$ cat src/hw/rtl/cpt_pkg.sv
// Types and constants of the card permission table.
package cpt_pkg;

  localparam int OP_W         = 3;
  localparam int SLOT_FIELD_W = 7;
  localparam int ID_FIELD_W   = 32;
  localparam int PERM_W       = 2;
  localparam int CODE_FIELD_W = 32;
  localparam int LEN_W        = 4;
  localparam int OCC_W        = 8;

  localparam logic [OP_W-1:0] OP_ADD    = 3'd0;
  localparam logic [OP_W-1:0] OP_SET    = 3'd1;
  localparam logic [OP_W-1:0] OP_SEARCH = 3'd2;
  localparam logic [OP_W-1:0] OP_VERIFY = 3'd3;
  localparam logic [OP_W-1:0] OP_CODEP  = 3'd4;
  localparam logic [OP_W-1:0] OP_READ   = 3'd5;
  localparam logic [OP_W-1:0] OP_CLEAR  = 3'd6;

  // How an accepted word is processed.
  typedef enum logic [1:0] {
    KIND_DIRECT,
    KIND_READ,
    KIND_SCAN
  } kind_e;

  typedef struct packed {
    logic accept;
    logic rd;
    logic scan;
    logic commit;
  } cmd_t;

  typedef struct packed {
    kind_e kind;
    logic  scan_end;
    logic  out_free;
  } sts_t;

endpackage

$ cat src/hw/rtl/cpt_ctrl.sv
// Sequencer of the card permission table.
module cpt_ctrl import cpt_pkg::*; (
  input  logic clk_i,
  input  logic rst_ni,
  input  logic in_valid_i,
  output logic in_ready_o,
  input  sts_t sts_i,
  output cmd_t cmd_o
);

  typedef enum logic [1:0] {
    ST_IDLE,
    ST_READ,
    ST_SCAN,
    ST_FIN
  } state_e;

  state_e state_q, state_d;
  logic   rdy_q;

  always_comb begin
    state_d = state_q;
    unique case (state_q)
      ST_IDLE: begin
        if (in_valid_i) begin
          unique case (sts_i.kind)
            KIND_READ: state_d = ST_READ;
            KIND_SCAN: state_d = ST_SCAN;
            default:   state_d = ST_FIN;
          endcase
        end
      end
      ST_READ: state_d = ST_FIN;
      ST_SCAN: begin
        if (sts_i.scan_end) begin
          state_d = ST_FIN;
        end
      end
      ST_FIN: begin
        if (sts_i.out_free) begin
          state_d = ST_IDLE;
        end
      end
      default: state_d = ST_IDLE;
    endcase
  end

  always_ff @(posedge clk_i or negedge rst_ni) begin
    if (!rst_ni) begin
      state_q <= ST_IDLE;
      rdy_q   <= 1'b1;
    end else begin
      state_q <= state_d;
      rdy_q   <= (state_d == ST_IDLE);
    end
  end

  always_comb begin
    cmd_o.accept = rdy_q && in_valid_i;
    cmd_o.rd     = (state_q == ST_READ);
    cmd_o.scan   = (state_q == ST_SCAN);
    cmd_o.commit = (state_q == ST_FIN) && sts_i.out_free;
  end

  assign in_ready_o = rdy_q;

endmodule

$ cat config.mk
export PLATFORM = sky130hd
export DESIGN_NAME = cpt_ctrl
export DESIGN_NICKNAME = d
export VERILOG_FILES = /design/src/hw/rtl/cpt_pkg.sv /design/src/hw/rtl/cpt_ctrl.sv
export SDC_FILE = /design/constraint.sdc
export NUM_CORES = 1
export LEC_CHECK = 0
export BUFFER_PORTS_ARGS = -buffer_cell sky130_fd_sc_hd__buf_2
export CAP_MARGIN = 30
export CORE_AREA = 2 2 39 41
export CTS_CLUSTER_DIAMETER = 80
export DETAILED_ROUTE_END_ITERATION = 8
export DIE_AREA = 0 0 41 43
export PLACE_DENSITY = 0.36
export SETUP_SLACK_MARGIN = 0.4
export SLEW_MARGIN = 20
export SYNTH_ARGS = -nofsm -noshare
export SYNTH_HDL_FRONTEND = slang
export SYNTH_SLANG_ARGS = --single-unit
$ cat constraint.sdc
create_clock -name clk_i -period 1.17 [get_ports clk_i]
set_input_delay 0.234 -clock clk_i [delete_from_list [all_inputs] [get_ports clk_i]]
set_output_delay 0.234 -clock clk_i [all_outputs]
set_load 0.01 [all_outputs]
# Word level (Yosys, flattened, before mapping)
# Cells that the tools add are included.
# totals
reg_bits	3
inputBits	7
# op_classes
eq_ne	5
muxes	5
n_reduce_logical	4
# ops
op	count
2-bit one-hot mux with 4 select lines	1
2-bit equality test (second input constant)	3
2-bit 2-to-1 mux	3
2-bit by 1-bit equality test with 1-bit output (second input constant)	2
2-bit zero test	2
2-bit one-hot mux with 2 select lines	1
1-bit logical AND	2

# Logic depth before layout (Yosys ltp)
# Gate-level depths: netlist of run 1.
# depth
ltp_word	5
ltp_mapped	3

# Worst setup path before layout of run 1
# Ideal clock, no wire load.
# synth_path
kind	flip-flop to output port
startpoint	register rdy_q, in the netlist in_ready_o
endpoint	output cmd_o[3] (netlist bit)
t_arrival_ns	0.692
required_ns	0.936
setup_slack_ns	0.244
path_stages_with_launch	2
n_path_buf	0
cell_sequence	dfstp_2 and2_2
# synth_rtl
item	line	text
start: declaration	cpt_ctrl.sv:19	logic rdy_q;
start signal: assignment	cpt_ctrl.sv:54	rdy_q <= (state_d == ST_IDLE);
end: declaration	cpt_ctrl.sv:8	output cmd_t cmd_o

==> flow_summary.yaml, run 1 <==
run_status:
  status: "complete, but fails checks"
  violations: "negative setup slack"
detailed_routing:
  route.met2.wl_um: 221
  drc: 0
  drt_iter0_markers: 4
  ant_nets: 0
  num_vias: 183
  highest_layer: "met3"
  met3WireLength_um: 72
  drt-vias-per-instance: 3.59
  drtPass1Iterations: 2
  wl_per_cell_um: 10.4
  routed_wl_um: 529
  wl_met1_um: 235
cts:
  htreeDepth: 1
  cts_made_buffers: 3
  clockBufferDepth: 2
  clock_latency_ns: 0.23
  numClockSinks: 3
  root_buffer: "clkbuf_4"
  path_clk_slew_ns: 0.04
  cts_tree: "done"
power_and_ir_drop:
  p_leak_nw: 0.175
  powerDensity_nw_per_um2: 2580
  finalPower_mw: 0.950
  ir_drop_mv: 0.795
timing:
  final.period_utilization: 1.03
  hold_viol_final: 0
  timing.hold.ws_ns: 0.291
  layout_min_cycle_time_ns: 1.21
  fin_ws_ns: -0.0370
  max_freq_mhz: 828
  drv_slew: 0
  setup_viol: 3
  skew_ns: 0.00379
  tightest_slew_ns: 0.339
  rsz0062_at_grt: "true"
  setup_tns_ns: -0.0794
  slew_headroom: 0.772
die:
  core_um2: 1380
  rows: 14
  initial_core_util: 0.116
  dieArea_um2: 1760
  die-width_um: 41
  boundaryPins: 12
  die_y_um: 43
place:
  io_buffers: 11
  routabilityCongestion: 0.613
  place_area_um2: 255
  hpwl_um: 427
logic_synthesis:
  yosys_register_bits: 3
  syn_nets: 23
  synth_area_leader_cell: "dfrtp_1"
  synth.top_cell.area_share: 0.313
  synth_edf_count: 0
  syn_area_um2: 160
  synth.area.top_cells: "dfrtp_1, dfstp_2, nor2b_1"
  synth.top_cells.by_count: "a21oi_1, dfrtp_1, inv_1, nor2b_1"
  yosysWarnings: 0
  synth.distinct_cells: 12
  synth_cells: 16
  synth-main-ff-cell: "dfrtp_1"
  async_flop_share: 1.00
  avgSynthCellArea_um2: 10.0
  ys_seq_area_frac: 0.477
setup_path:
  start_kind: "flop"
  required_ns: 0.94
  crit_path_end_kind: "output pin"
  max_stage_delay_ns: 0.52
  critPathMaxFanout: 2
  slowest_stage: "dfstp_2"
  reg2reg_slack_ns: 0.16
  critPathKind: "reg2out"
  crit_buf_inv: 1
  crit_chain: "and2_4 -> buf_6"
  path_delay_family: "flip-flops"
  arrival_ns: 0.97
global_route:
  grt_pass1_wl_um: 759
  grt_start_max_net_pins: 6
  grt_antenna_before_repair: 0
  gr-total-overflow: 0
  grt_pass1_vias: 178
  track_usage: 0.0734
cells_and_area:
  drive_gt1_frac: 0.800
  nFillCells: 147
  fin_area_um2: 368
  diodes: 0
  area_delta_synth_final_pct: 130
  num-nets-final: 43
job:
  max_cap_violations: 0
min_path:
  hold_path_class: "in2reg"
[report_power, final]
part,internal (mW),switching [mW]
registers,0.173,0.0728
clock network,0.128,0.0547
logic,0.338,0.185
[worst reg2reg max path, stage by stage (launching register included)]
cell and delay [ns]:
dfrtp_2 0.44, buf_4 0.15, a211o_1 0.23, a21oi_2 0.12
[what timing repair did]
action | 4_1_cts | 5_1_grt
hold buffers | 1 | 0
pin swaps | 1 | 1
resized for setup | 7 | 4
hold endpoints to repair | 3 | 0
setup buffers | 3 | 0
endpoints found under the setup margin | 8 | 8
[registers in the layout, summed over array words and instances (netlist names)]
| name | cells |
|---|---|
| state_q | 2 |
| in_ready_o | 1 |
[placed cells by master (no fill, tap or decap)]
master         instances
clkbuf_1               1
and2_4                 1
dfrtp_2                2
o21ai_0                1
a211o_1                1
dlygate4sd3_1          1
and3_4                 1
buf_2                  6
a21oi_2                1
clkbuf_4               3
a21o_4                 1
inv_1                  2
buf_4                  2
a21oi_1                1
a21oi_4                1
dfstp_2                1
nor2_2                 1
buf_6                  6
nor2b_4                2
[cells by family (layout without fill, tap and decap cells)]
family	count (synthesis)	after routing	share of synthesized area
AO/OA/AOI/OAI	6	6	0.258
buffers and inverters	2	21	0.0469
flip-flops	3	3	0.477
AND/OR/NAND/NOR	5	5	0.219
[path summary, 6_finish.rpt]
path,startpoint,end,cells after the start
max,in_ready_o$_DFF_PN1_,cmd_o[3],2
min,sts_i[3],state_q[0]$_DFF_PN0_,3
max reg2reg,state_q[1]$_DFF_PN0_,state_q[0]$_DFF_PN0_,3
min reg2reg,state_q[1]$_DFF_PN0_,state_q[1]$_DFF_PN0_,2
max in group asynchronous,rst_ni,in_ready_o$_DFF_PN1_,2
min in group asynchronous,rst_ni,state_q[0]$_DFF_PN0_,2
[final cells by class]
class                   count  area, µm²  share of cell area
repair buffers             15        123               0.333
multi-input cells          11        113               0.306
clock buffers               4       26.3              0.0714
well taps                  16       20.0              0.0544
flip-flops and latches      3       78.8               0.214
inverters                   2       7.51              0.0204
[through the flow]
step	util	std cells	worst slack [ns]
after floorplan	-	16	0.257
after global placement	0.184	43	0.126
after detailed placement	0.184	43	0.0943
after CTS	0.251	51	-0.0538
after global routing	0.266	51	-0.0749
final	0.266	51	-0.0370
[per-layer routing]
layer / GRT usage / up-vias
met5: 0 / -
met4: 0.0600 / 0
met3: 0.0471 / 0
met2: 0.0875 / 12
met1: 0.0874 / 78
li1: - / 93
No activity file was read; power rests on OpenSTA's default activity.
==> run 2, diff against run 1 <==
- REMOVE_ABC_BUFFERS: not set -> 1
==> flow_summary.yaml, run 2 (synthesis results as in run 1) <==
timing:
  setup_viol: 2
  tightest_slew_ns: 0.201
  fin_ws_ns: -0.0277
  timing.hold.ws_ns: 0.312
  layout_min_cycle_time_ns: 1.20
  final.period_utilization: 1.02
  rsz0062_at_grt: "true"
  drv_slew: 0
  hold_viol_final: 0
  setup_tns_ns: -0.0414
  slew_headroom: 0.864
  max_freq_mhz: 835
  skew_ns: 0.000959
die:
  core_um2: 1380
  dieArea_um2: 1760
  rows: 14
  initial_core_util: 0.116
  boundaryPins: 12
  die-width_um: 41
  die_y_um: 43
power_and_ir_drop:
  power.share.combinational: 0.500
  powerDensity_nw_per_um2: 2470
  seqPwrFrac: 0.276
  internal_power_mw: 0.532
  p_clk_frac: 0.223
  power_switching_mw: 0.261
  switching_share: 0.329
  ir_drop_mv: 0.530
  p_leak_nw: 0.159
  finalPower_mw: 0.792
global_route:
  grt_pass1_vias: 208
  grt_antenna_before_repair: 0
  gr-total-overflow: 0
  track_usage: 0.0735
  grt_start_max_net_pins: 6
  grt_pass1_wl_um: 786
place:
  post-place-ws_ns: 0.183
  io_buffers: 11
  place_area_um2: 235
  dpl.cell_count: 43
  routabilityCongestion: 0.595
detailed_routing:
  drtPass1Iterations: 4
  num_vias: 202
  ant_nets: 0
  wl_per_cell_um: 10.4
  routed_wl_um: 532
  drt-vias-per-instance: 3.96
  drc: 0
  drt_iter0_markers: 2
job:
  max_cap_violations: 0
cells_and_area:
  area_delta_synth_final_pct: 100
  final_common_cell: "buf_2"
  num-nets-final: 43
  layoutNonFillerInstCount: 51
  largest_reg_flops: 2
  regMostFlops: "state_q"
  fin_area_um2: 320
  drive_gt1_frac: 0.686
  finish.utilization: 0.231
  final_cell_mix: "buf_2, buf_6, clkbuf_4"
  diodes: 0
  nFillCells: 162
cts:
  cts_tree: "done"
  numClockSinks: 3
  clockBufferDepth: 2
  root_buffer: "clkbuf_4"
  clock_latency_ns: 0.23
  cts_made_buffers: 3
  path_clk_slew_ns: 0.04
  htreeDepth: 1
setup_path:
  crit_path_end_kind: "output pin"
  critPathMaxFanout: 2
  start_kind: "flop"
  reg2reg_slack_ns: 0.17
  required_ns: 0.94
  critPathKind: "reg2out"
  arrival_ns: 0.96
run_status:
  status: "complete, but fails checks"
  violations: "negative setup slack"
min_path:
  hold_path_class: "in2reg"
## run 2: cell counts in the layout (fill, tap and decap cells not counted)
No cell type changed its count.
## run 2: area by class of cell
| cell class | instances | area (µm²) | area share |
|---|---|---|---|
| clock buffer | 4 | 26.3 | 0.0820 |
| multi-input combinational | 11 | 81.3 | 0.254 |
| timing repair buffer | 15 | 108 | 0.336 |
| sequential | 3 | 77.6 | 0.242 |
| inverter | 2 | 7.51 | 0.0234 |
| tap | 16 | 20.0 | 0.0625 |
## run 2: worst max-delay path: stages, from the launching register on
cell and delay, ns:
dfstp_2 0.52, and2_4 0.13, buf_6 0.09
## run 2: final timing paths
check                                     start              endpoint  cells past startpoint
hold reg to reg            state_q[1]$_DFF_PN0_  state_q[1]$_DFF_PN0_                      2
setup reg to reg           state_q[1]$_DFF_PN0_  state_q[0]$_DFF_PN0_                      3
setup / recovery           in_ready_o$_DFF_PN1_              cmd_o[3]                      2
hold / removal                       in_valid_i  state_q[1]$_DFF_PN0_                      3
max in group asynchronous                rst_ni  in_ready_o$_DFF_PN1_                      2
min in group asynchronous                rst_ni  state_q[0]$_DFF_PN0_                      2
## run 2: per-layer routing
layer  global-route usage  part of all wire  vias up
met5                    0                 0        -
met4               0.0800             0.017        0
li1                     -                 -       92
met2                0.103              0.49       12
met3               0.0471              0.13        2
met1               0.0617              0.36       96
## run 2: what timing repair did
action | in CTS | in global routing
endpoints found under the hold margin | 3 | 0
hold buffers | 1 | 0
setup buffers | 3 | 0
pin swaps | 2 | 2
gates resized for setup | 5 | 2
setup endpoints to repair | 8 | 8
## run 2: power groups by stage
stage	combinational (mW)	sequential, mW	clock, mW
after detailed placement	0.259	0.217	0
after floorplan	0.154	0.216	0
after global placement	0.261	0.212	0
final	0.397	0.219	0.177
after CTS	0.386	0.208	0.191
after global routing	0.431	0.231	0.204
